--- src/hdl/bbpc_pkg.sv ---
// shared types and constants for the bounding box pair compare block
package bbpc_pkg;

	localparam int unsigned ACC_BITS  = 64;
	localparam int unsigned HALF_BITS = ACC_BITS / 2;

	localparam logic [ACC_BITS-1:0] ACC_ONE = ACC_BITS'(1);
	localparam logic [ACC_BITS-1:0] ACC_MAX = {ACC_BITS{1'b1}};

	// per-dimension compare outcome
	typedef struct packed {
		logic eq;
		logic con;
		logic ovl;
	} dim_flags_t;

endpackage

--- src/hdl/bbpc_sat_mul.sv ---
// saturating product of a 64-bit running product and one extent length
module bbpc_sat_mul import bbpc_pkg::*; #(
	parameter int unsigned COORD_BITS = 16
) (
	input  logic [ACC_BITS-1:0]   acc,
	input  logic [COORD_BITS-1:0] factor,
	output logic [ACC_BITS-1:0]   product
);

	localparam int unsigned PART_BITS = HALF_BITS + COORD_BITS;
	localparam int unsigned FULL_BITS = ACC_BITS + COORD_BITS;

	logic [PART_BITS-1:0] part_lo;
	logic [PART_BITS-1:0] part_hi;
	logic [FULL_BITS-1:0] full;

	always_comb begin
		// two half-width partial products, then one wide add
		part_lo = PART_BITS'(acc[HALF_BITS-1:0]) * PART_BITS'(factor);
		part_hi = PART_BITS'(acc[ACC_BITS-1:HALF_BITS]) * PART_BITS'(factor);
		full    = {part_hi, {HALF_BITS{1'b0}}} + FULL_BITS'(part_lo);
		// a zero factor never sets the high bits, so zero wins over saturation
		product = (|full[FULL_BITS-1:ACC_BITS]) ? ACC_MAX : full[ACC_BITS-1:0];
	end

endmodule

--- config.mk ---
export PLATFORM = sky130hd
export DESIGN_NAME = bbpc_sat_mul
export DESIGN_NICKNAME = d
export VERILOG_FILES = /design/src/hdl/bbpc_pkg.sv /design/src/hdl/bbpc_sat_mul.sv
export SDC_FILE = /design/constraint.sdc
export NUM_CORES = 2
export LEC_CHECK = 0
export BUFFER_PORTS_ARGS = -buffer_cell sky130_fd_sc_hd__buf_2
export CAP_MARGIN = 20
export CELL_PAD_IN_SITES_DETAIL_PLACEMENT = 1
export CELL_PAD_IN_SITES_GLOBAL_PLACEMENT = 1
export CORE_UTILIZATION = 51
export DETAILED_ROUTE_END_ITERATION = 6
export PLACE_DENSITY = 0.82
export SYNTH_ARGS = -nofsm -noshare
export SYNTH_HDL_FRONTEND = slang
export SYNTH_SLANG_ARGS = --single-unit
--- constraint.sdc ---
create_clock -name vclk -period 16.4
set_input_delay 2.46 -clock vclk [all_inputs]
set_output_delay 2.46 -clock vclk [all_outputs]
set_load 0.1 [all_outputs]
---- Word level (Yosys, flattened, before mapping) ----
Index checks and enable logic that the tools add are counted.
cells by class
  add/sub/neg operators ................... 1
  multipliers ............................. 2
  muxes and demuxes ....................... 1
  reductions and logical operators ........ 1
operator list
  kind                          count
  multiplier 32 x 16 -> 48 bit  2
  adder 80 x 48 -> 80 bit       1
  two-way mux 64 bit            1
  OR reduction 16 bit           1
storage, ports and cells
  register bits ........................... 0
  input port bits ......................... 80
  output and inout port bits .............. 64
  word-level logic and storage cells ...... 5

---- Logic depth before layout (Yosys ltp) ----
  word-level depth ........................ 4
  gate-level depth with buffers ........... 38
  mapped depth without buffers ............ 34

---- Worst setup path after synthesis ----
No wires, ideal clock.
  kind .................................... in2out
  start point ............................. input port factor[1]
  end point ............................... output port product[6]
  arrival time ............................ 12.378 ns
  data required time ...................... 13.940 ns
  setup slack ............................. 1.562 ns
  stages .................................. 34
  path buffers ............................ 4
  cell sequence ........................... clkbuf_1 > clkbuf_1 > nand2_1 > fa_1 > fa_1 > fa_1 > fa_1 > inv_1 > fa_1 > inv_1 > fa_1 > inv_1 > ha_1 > a21oi_1 > o21a_1 > and4bb_1 > nand2b_1 > xnor2_1 > fa_1 > ha_1 > ha_1 > clkbuf_1 > nand2_1 > nor2_1 > and4_1 > nand2_1 > o41ai_2 > nand4bb_1 > nor3_2 > or4b_1 > or4_1 > a22oi_4 > buf_6 > o2111ai_1
between the ends
  cells in the longest elaborated chain, start to end .. 4
  elaborated cells on any way between the ends .. 5
  those cells by class .................... add/sub (1); mul (2); mux (1); reduce/logical (1)
RTL lines
  item                                             line                                    source
  from (decl)                                      bbpc_sat_mul.sv:6                       input logic [COORD_BITS-1:0] factor,
  multiplier 32 x 16 -> 48 bit (on tied branches)  bbpc_sat_mul.sv:20, bbpc_sat_mul.sv:19
  adder 80 x 48 -> 80 bit *                        bbpc_sat_mul.sv:21                      full = {part_hi, {HALF_BITS{1'b0}}} + FULL_BITS'(part_lo);
  OR reduction 16 bit                              bbpc_sat_mul.sv:23                      product = (|full[FULL_BITS-1:ACC_BITS]) ? ACC_MAX : full[ACC_BITS-1:0];
  two-way mux 64 bit *                             bbpc_sat_mul.sv:23
  to (decl)                                        bbpc_sat_mul.sv:7                       output logic [ACC_BITS-1:0] product
Every way passes the cells marked *; elsewhere a longest branch is shown, timed or not.

---- Worst setup path after layout ----
  start point ............................. input port factor[5]
  end point ............................... output port product[0]
between the ends
  cells in the longest elaborated chain, start to end .. 4
  elaborated cells on any way between the ends .. 5
  those cells by class .................... add/sub (1); mul (2); mux (1); reduce/logical (1)
RTL lines
  item                                             line
  multiplier 32 x 16 -> 48 bit (on tied branches)  bbpc_sat_mul.sv:20, bbpc_sat_mul.sv:19
  adder 80 x 48 -> 80 bit *                        bbpc_sat_mul.sv:21
  OR reduction 16 bit *                            bbpc_sat_mul.sv:23
  two-way mux 64 bit *                             bbpc_sat_mul.sv:23
Marks and branches as above.

==> flow_summary.ini <==
[grt]
antenna_found_initial = 17
grt_max_degree = 65
grt_overflow = 0
grt_pass1_wl_mm = 182.0
grt_usage_pct = 33.52
grt_pass1_vias = 32930

[setup_path]
crit_start = factor[5]
cp.arrival_ns = 13.33
start_kind = input pin
critPathKind = input pin to output pin
crit_top_cell = fa_1
slowest_delay_ns = 0.59
crit_required_ns = 13.94
cp_max_fo = 64
cp_slowest_cell = buf_2
cp-end-kind = output pin

[timing]
worst_pin_slew_ns = 1.457
fmax_ghz = 0.06332
hold_violations = 0
fin_crit_ns = 15.79
slew_headroom_pct = 2.049
period_share_pct = 96.30
tns_ns = 0
hold_slack_ns = 5.637
finalSetupViolCount = 0
slew_violations = 0
rsz0062_at_grt = no

[cells_and_area]
seq_cells = 0
utilization_pct = 53.61
syn_to_final_growth_pct = 3.397
drive_gt1_share_pct = 4.740
fin_cells = 4998
n_fill_cell = 8171
layout.nets = 5319
seq_area_um2 = 0
nClkBuffers = 0

[detailed_routing]
drtIter0Drc = 1923
drc = 0
dr.pass1.iters = 5
drt_wl_total_mm = 114.0
num_vias = 28940
viasPerCell = 5.790
wl_per_cell_um = 22.80
ant_nets = 0

[logic_synthesis]
synth.top_cell.area_share_pct = 48.64
muxShareOfSynthArea_pct = 0.08563
synth_compound_area_share_pct = 6.561
yosys-top-cells-area = fa_1, inv_1, ha_1, and2_1, nand2_1
syn_area_per_cell_um2 = 8.414
netlist_area_um2 = 35070
synth_common_cells = inv_1, fa_1, nand2_1, and2_1, ha_1
yosys.area_share.simple_pct = 20.36
synthAdderAreaFrac_pct = 58.31
yosysTopAreaCell = fa_1
synth_top_family_by_area = adder cells
ys_seq_area_share_pct = 0
syn_nets = 5371
yosysMostFrequentCell = inv_1
synth_warnings = 0
yosys.area_share.xor_xnor_pct = 2.348
synthCells = 4168
synthDistinctLibCells = 78

[place]
io_buffer_count = 144
gp_congestion = 0.9034
placed_cells = 4987
dp_hpwl_mm = 94.35

[floorplan]
ioPinCount = 144
row_count = 95
dieWidth_um = 264.2
die_area_um2 = 69810
initial_utilization_pct = 51.85
die_h_um = 264.2
placeableCoreArea_um2 = 67630

[hold_path]
hold_class = input pin to output pin
min_path_cells = 4
hp-start = acc[0]

[cts]
post_cts_resize_count = 0
hold_buffers = 0
post_cts_buffers = 0

[flow_run]
cap_violations = 0

[run_status]
status = completed
critical path: cells and delay by family:
family | cells | cell delay, ns
AOI/OAI and AO/OA | 4 | 0.74
xor gates and xnor gates | 1 | 0.31
adders and majority gates | 10 | 4.48
buffers and inverters | 8 | 1.96
and+or+nand+nor | 12 | 3.17
cell usage in the layout, fill, tap and decap left out, types with 15 or more instances in the layout:
master / count
a211oi_1: 19
a21oi_1: 120
nor3_1: 29
nand2_1: 709
nand4_1: 96
nor2_1: 83
inv_1: 909
buf_4: 34
o211ai_1: 15
ha_1: 271
xor2_1: 38
and2_1: 431
xnor2_1: 56
and3_1: 17
buf_2: 144
a21o_1: 41
o21ai_0: 61
fa_1: 852
worst paths after layout:
| kind | end | slack [ns] |
|---|---|---|
| worst max-delay path | product[0] | 0.61 |
| worst min-delay path | product[0] | 5.64 |
metrics by stage:
stage               setup WS (ns)  cell area (um2)
finish                     0.6071            36260
detailed placement         0.6469            36230
floorplan                   1.562            35070
CTS                        0.5447            36230
global placement           0.8625            36230
global route              0.07580            36240
metal layers:
metal | vias up | share of wire [%] | GRT usage (%)
li1 | 12410 | - | -
met4 | 20 | 2.9 | 9.129
met3 | 243 | 7.3 | 5.155
met1 | 15210 | 40 | 43.57
met5 | - | 0.11 | 0
met2 | 1060 | 49 | 58.07
layout make-up:
cell class / instances / area, um2 / share of cell area (%)
multi-input cells: 3027 / 30750 / 84.81
inverters: 909 / 3412 / 9.410
well taps: 873 / 1092 / 3.012
repair buffers: 178 / 975.9 / 2.692
diodes: 11 / 27.53 / 0.07591
kinds of logic after synthesis:
kind of cell	Yosys count
xor+xnor	94
fa+ha+maj	1123
mux	3
buf+inv	1141
compound gates	357
simple gates	1450
