`config.mk`:
```
export PLATFORM = sky130hd
export DESIGN_NAME = bbpc_dim_compare
export DESIGN_NICKNAME = d
export VERILOG_FILES = /design/src/hdl/bbpc_pkg.sv /design/src/hdl/bbpc_dim_compare.sv
export SDC_FILE = /design/constraint.sdc
export NUM_CORES = 1
export LEC_CHECK = 0
export ABC_AREA = 1
export ABC_CLOCK_PERIOD_IN_PS = 2900
export BUFFER_PORTS_ARGS = -buffer_cell sky130_fd_sc_hd__buf_2
export CELL_PAD_IN_SITES_DETAIL_PLACEMENT = 0
export CELL_PAD_IN_SITES_GLOBAL_PLACEMENT = 2
export CORE_ASPECT_RATIO = 1.2
export CORE_MARGIN = 8
export CORE_UTILIZATION = 26
export DETAILED_ROUTE_END_ITERATION = 6
export PLACE_DENSITY = 0.9
export SETUP_SLACK_MARGIN = 0.4
export SLEW_MARGIN = 20
export SYNTH_ARGS = -nofsm -noshare
export SYNTH_HDL_FRONTEND = slang
export SYNTH_SLANG_ARGS = --single-unit
```
`constraint.sdc`:
```
create_clock -name vclk -period 2.9
set_input_delay 0 -clock vclk [all_inputs]
set_output_delay 0 -clock vclk [all_outputs]
set_load 0.01 [all_outputs]
```
`src/hdl/bbpc_pkg.sv`:
```
// shared types and constants for the bounding box pair compare block
package bbpc_pkg;

	localparam int unsigned ACC_BITS  = 64;
	localparam int unsigned HALF_BITS = ACC_BITS / 2;

	localparam logic [ACC_BITS-1:0] ACC_ONE = ACC_BITS'(1);
	localparam logic [ACC_BITS-1:0] ACC_MAX = {ACC_BITS{1'b1}};

	// per-dimension compare outcome
	typedef struct packed {
		logic eq;
		logic con;
		logic ovl;
	} dim_flags_t;

endpackage

```
`src/hdl/bbpc_dim_compare.sv`:
```
// per-dimension min/max selection, relation flags and extent lengths
module bbpc_dim_compare import bbpc_pkg::*; #(
	parameter int unsigned COORD_BITS = 16
) (
	input  logic signed [COORD_BITS-1:0] a_min,
	input  logic signed [COORD_BITS-1:0] a_max,
	input  logic signed [COORD_BITS-1:0] b_min,
	input  logic signed [COORD_BITS-1:0] b_max,
	output logic signed [COORD_BITS-1:0] union_lo,
	output logic signed [COORD_BITS-1:0] union_hi,
	output logic signed [COORD_BITS-1:0] inter_lo,
	output logic signed [COORD_BITS-1:0] inter_hi,
	output dim_flags_t                   flags,
	output logic        [COORD_BITS-1:0] a_span,
	output logic        [COORD_BITS-1:0] i_span
);

	logic signed [COORD_BITS:0] a_diff;
	logic signed [COORD_BITS:0] i_diff;

	always_comb begin
		union_lo = (a_min < b_min) ? a_min : b_min;
		union_hi = (a_max > b_max) ? a_max : b_max;
		inter_lo = (a_min > b_min) ? a_min : b_min;
		inter_hi = (a_max < b_max) ? a_max : b_max;

		flags.eq  = (a_min == b_min) && (a_max == b_max);
		flags.con = (a_min <= b_min) && (a_max >= b_max);
		flags.ovl = (a_min <= b_max) && (b_min <= a_max);

		// one extra bit keeps the difference exact; a positive result fits COORD_BITS
		a_diff = {a_max[COORD_BITS-1], a_max} - {a_min[COORD_BITS-1], a_min};
		i_diff = {inter_hi[COORD_BITS-1], inter_hi} - {inter_lo[COORD_BITS-1], inter_lo};

		a_span = (a_max > a_min) ? a_diff[COORD_BITS-1:0] : '0;
		i_span = (inter_hi > inter_lo) ? i_diff[COORD_BITS-1:0] : '0;
	end

endmodule

```
* After elaboration in Yosys (flattened, before gate mapping)
Index checks and enable logic that the tools add are counted.
** Cells by class
- Equal/unequal tests :: 2
- Divide/modulo/power cells :: 0
- Multipliers :: 0
- Reduce and logical (&&, ||, !) cells :: 3
- Bitwise gates (word level) :: 0
- Add/subtract/negate cells :: 2
- Mux-type cells :: 6
- Shift-type cells :: 0
- $lt $le $gt $ge :: 10
** Operator list (count)
- $mux 16 :: 6
- $gt 16x16->1 :: 4
- $le 16x16->1 :: 3
- $eq 16x16->1 :: 2
- $lt 16x16->1 :: 2
- $sub 16x16->16 :: 2
- $ge 16x16->1 :: 1
- $logic_and 1x1->1 :: 3
** Word-level totals
- Memory bits (read-only) :: 0
- Bits in writable memories :: 0
- Output and inout port bits :: 99
- Bits of input ports :: 64
- Bits in latches :: 0
- Register bits after elaboration :: 0
- Memories kept :: 0

* Logic depth before layout (Yosys ltp)
- Depth after elaboration :: 4
- Gate-level depth with buffers :: 27
- Gate-level depth less buffers :: 26

* Worst setup path before layout
OpenSTA, ideal clock, no wires.
- Path kind :: input port to output port
- From :: input port b_max[15]
- To :: output port i_span[6]
- Path buffers :: 1
- Stages :: 24
- Slack :: 0.044 ns
- Data arrival time :: 2.856 ns
- Required time :: 2.900 ns
- Cell sequence :: inv_1 > ha_1 > nand2_1 > inv_1 > nand3_1 > inv_1 > nand2_1 > nand2_1 > nor2_1 > nand2_4 > nand2_4 > nand2_1 > nand2_1 > inv_1 > ha_1 > fa_1 > o21ai_2 > nand2_1 > nand3_1 > nand2_1 > nand3_2 > nand3_4 > buf_6 > nor2_1
** Between the ends
- Word-level cells in the longest chain between the ends :: 4
- Elaborated cells on any way between the ends :: 5
- Those cells by class :: add/sub: 1; order compare: 2; mux: 2
** Ends and longest elaborated chain
- from (decl) :: line bbpc_dim_compare.sv:8 : input logic signed [COORD_BITS-1:0] b_max,
- $lt 16x16->1 * :: line bbpc_dim_compare.sv:25 : inter_hi = (a_max < b_max) ? a_max : b_max;
- $mux 16 * :: line bbpc_dim_compare.sv:25
- named net inter_hi[0] :: line bbpc_dim_compare.sv:12 : output logic signed [COORD_BITS-1:0] inter_hi,
- $sub 16x16->16 or $gt 16x16->1 (tied branches) :: line bbpc_dim_compare.sv:33, bbpc_dim_compare.sv:36
- $mux 16 * :: line bbpc_dim_compare.sv:36 : i_span = (inter_hi > inter_lo) ? i_diff[COORD_BITS-1:0] : '0;
- to (decl) :: line bbpc_dim_compare.sv:15 : output logic [COORD_BITS-1:0] i_span
Mark *: on every way through the listed nets, which the timed path passes. The rest lies on a longest branch.

* Worst setup path in the final report
- From :: input port b_min[3]
- To :: output port i_span[2]
** Between the ends
- Word-level cells in the longest chain between the ends :: 4
- Elaborated cells on any way between the ends :: 5
- Those cells by class :: add/sub: 1; order compare: 2; mux: 2
** Ends and longest elaborated chain
- from (decl) :: line bbpc_dim_compare.sv:7 : input logic signed [COORD_BITS-1:0] b_min,
- $gt 16x16->1 :: line bbpc_dim_compare.sv:24 : inter_lo = (a_min > b_min) ? a_min : b_min;
- $mux 16 * :: line bbpc_dim_compare.sv:24
- $sub 16x16->16 or $gt 16x16->1 (tied branches) :: line bbpc_dim_compare.sv:33, bbpc_dim_compare.sv:36
- $mux 16 * :: line bbpc_dim_compare.sv:36
Every way passes the cells marked *; elsewhere a longest branch is shown, timed or not.

==> run summary <==
Setup path
• most used cell, CP: sky130_fd_sc_hd__nand2_2
• kind of end point of the critical path: primary output
• largest incremental delay on the critical path: 270 ps
• critical path startpoint category: input port
• data arrival time of the critical path: 3080 ps
• critical-path cell with the highest stage delay: sky130_fd_sc_hd__ha_4
• CP required: 2900 ps
• maximum fanout count along the critical path: 5
• classification of the worst setup path: input port to primary output

Finish
• post-route design area: 0.008887 mm2
• proportion of layout cells with a drive suffix above 1: 45.57%
• final core area utilization: 48.72%
• multi-input combinational cell area: 0.005223 mm2
• area taken by flip-flops and latches: 0 um2
• fill cell count: 1866
• FFs & Latches: 0
• non-filler instance count after layout: 1456
• net count of the finished layout: 1395
• Clock Buffer Count: 0
• synthesis-to-finish area growth: 83.78%

Synthesis
• post-synthesis net count: 1029
• portion of the post-synthesis area used by sequential elements: 0%
• number of instances in the synthesized netlist: 867
• post-synthesis cell type count: 34
• summed instance area of the synthesized netlist: 0.004836 mm2
• mean instance size in the synthesized netlist: 5.578 um2
• yosys synthesis warning count: 0

STA
• final hold violation count: 0
• minimum hold slack: 279.2 ps
• final worst path period share: 106.2%
• total count of max-transition violations in the final report: 0
• final total negative setup slack: -2163 ps
• unrepaired setup endpoints after global routing: yes
• post-layout min period: 3079 ps
• post-layout worst setup margin: -178.7 ps
• maximum operating frequency: 0.3248 GHz
• transition at the pin with the smallest max-transition slack: 498.7 ps
• worst slew margin relative to its limit: 66.45%
• Final setup viols: 16

Pwr
• P_int: 1.895 mW
• total power draw: 3.817 mW
• sw frac: 50.37%
• sw power: 1.923 mW
• sequential power share: 0%
• maximum VDD drop: 0.4427 mV
• static leakage: 4.905 nW
• power share of the combinational group: 100.0%
• clock share of power: 0%
• Pwr Density: 429.5 mW/mm2

Place
• total placed cells including tap cells: 1411
• IO Port Bufs: 163
• worst slack at placement: -284.4 ps
• gp weighted congestion: 0.9625
• post-detailed-placement half-perimeter wirelength: 19.58 mm
• total placed instance area: 0.007496 mm2

Drt
• Iteration-0 DRC Markers: 305
• DRT Pass-1 Iters: 5
• final wirelength: 23.10 mm
• overall via count from detail_route: 6987
• average routed wire per standard cell: 15.87 um
• DR DRC count: 0
• vias per cell: 4.799
• number of nets still failing antenna checks after routing: 0

Floorplanning
• floorplan core area: 0.01824 mm2
• die area: 0.02324 mm2
• height of the die: 165.4 um
• Die Wd: 140.5 um
• Row Count: 54
• number of top-level design ports: 163
• starting utilization of the core area: 26.51%

Min path
• worst hold-check path type: input port to primary output
• capture endpoint of the worst hold path: union_hi[13]
• source of the worst hold timing path: b_max[13]
• number of stages on the worst hold path: 4

GRT
• global-route congestion overflow total: 0
• pin count of the biggest net entering global routing: 21
• wire length of the first global-routing pass: 35.16 mm
• number of antenna violations at the first check in global routing: 1
• global-route usage over all layers: 18.67%
• number of global-route vias before repair: 7014

Flow run
• # Max-Cap Violations: 0

Run status
• failing checks: negative setup slack
• outcome: complete, but fails checks

Clocking
• hold bufs inserted after CTS: 0

cells by family (layout without fill, tap and decap cells):
logic type / count (synthesis) / in the layout / share of synthesized area, %
compound gates: 122 / 122 / 14.15
simple gates: 484 / 485 / 44.37
other cells: 0 / 1 / 0
xor+xnor: 17 / 17 / 3.079
fa+ha+maj: 98 / 98 / 25.67
buf+inv: 146 / 509 / 12.73
critical path, delay by kind of cell:
kind            cells  cell delay (ps)
compound gates      2              230
simple gates       12             1170
buf+inv            10             1190
fa+ha+maj           2              490
power groups by stage:
stage                     Combinational (mW)     Clock, mW  Sequential (mW)
after floorplan                         1.74             0                0
after global placement                  3.05             0                0
after detailed placement                3.06             0                0
after CTS                               3.57             0                0
after global routing                    4.13  0.0000000461                0
final                                   3.82  0.0000000461                0
cells in the mapped netlist (5+ instances only):
cell type / number / area share [%]
sky130_fd_sc_hd__nor2_2: 8 / 1.0
sky130_fd_sc_hd__buf_4: 7 / 1.1
sky130_fd_sc_hd__nand4_1: 53 / 6.9
sky130_fd_sc_hd__inv_1: 122 / 9.5
sky130_fd_sc_hd__o21bai_1: 8 / 1.2
sky130_fd_sc_hd__o21ai_0: 12 / 1.2
sky130_fd_sc_hd__nand3_1: 37 / 3.8
sky130_fd_sc_hd__ha_1: 96 / 25
sky130_fd_sc_hd__xnor2_1: 12 / 2.2
sky130_fd_sc_hd__xor2_1: 5 / 0.91
sky130_fd_sc_hd__a21oi_1: 50 / 5.2
sky130_fd_sc_hd__a21o_1: 8 / 1.2
sky130_fd_sc_hd__o21ai_1: 32 / 3.3
sky130_fd_sc_hd__nand2_1: 289 / 22
sky130_fd_sc_hd__nor2_1: 74 / 5.7
sky130_fd_sc_hd__buf_2: 9 / 0.93
layer usage:
layer | up-vias | routed length [um] | GRT usage (%)
met1 | 3154 | 9988 | 22.70
met4 | 0 | 501 | 4.207
li1 | 3594 | - | -
met2 | 209 | 11600 | 35.09
met3 | 30 | 1016 | 1.381
met5 | - | 0 | 0
cell usage in the layout (no fill, tap or decap), types with 8 or more instances in the layout:
cell type / instances
sky130_fd_sc_hd__a21oi_2: 11
sky130_fd_sc_hd__o21ai_4: 8
sky130_fd_sc_hd__nor2_1: 62
sky130_fd_sc_hd__ha_4: 37
sky130_fd_sc_hd__nand2_4: 12
sky130_fd_sc_hd__nand3_1: 33
sky130_fd_sc_hd__buf_4: 202
sky130_fd_sc_hd__nand4_1: 53
sky130_fd_sc_hd__buf_2: 143
sky130_fd_sc_hd__buf_6: 21
sky130_fd_sc_hd__nor2_4: 13
sky130_fd_sc_hd__o21ai_0: 9
sky130_fd_sc_hd__o21ai_1: 22
sky130_fd_sc_hd__a21o_1: 8
sky130_fd_sc_hd__inv_2: 19
sky130_fd_sc_hd__a21oi_1: 35
sky130_fd_sc_hd__inv_1: 96
sky130_fd_sc_hd__xnor2_1: 11
sky130_fd_sc_hd__nand2_2: 28
sky130_fd_sc_hd__ha_1: 59
sky130_fd_sc_hd__nand2_1: 255
sky130_fd_sc_hd__buf_12: 12
cell type report:
type	instances	area share [%]
multi-input combinational	722	58.76
antenna	1	0.02816
inverter	122	5.350
tap	224	3.154
timing repair buffer	387	32.70
worst max path at each step:
stage                          from    endpoint  slack, ps
final                      b_min[3]   i_span[2]       -180
after global routing       b_min[3]   i_span[2]       -310
after CTS                 b_min[10]   i_span[8]       -110
after detailed placement  b_min[13]  i_span[13]       -280
after global placement    b_min[13]  i_span[13]       -220
after floorplan           b_max[15]   i_span[7]        270
timing repair:
action                                  in CTS  in global routing
endpoints found under the setup margin      16                 16
pin swaps                                   24                 46
setup buffers                               26                 12
cloned                                       4                  2
gates resized for setup                    122                 68
Power figures use the tool's default switching activity.
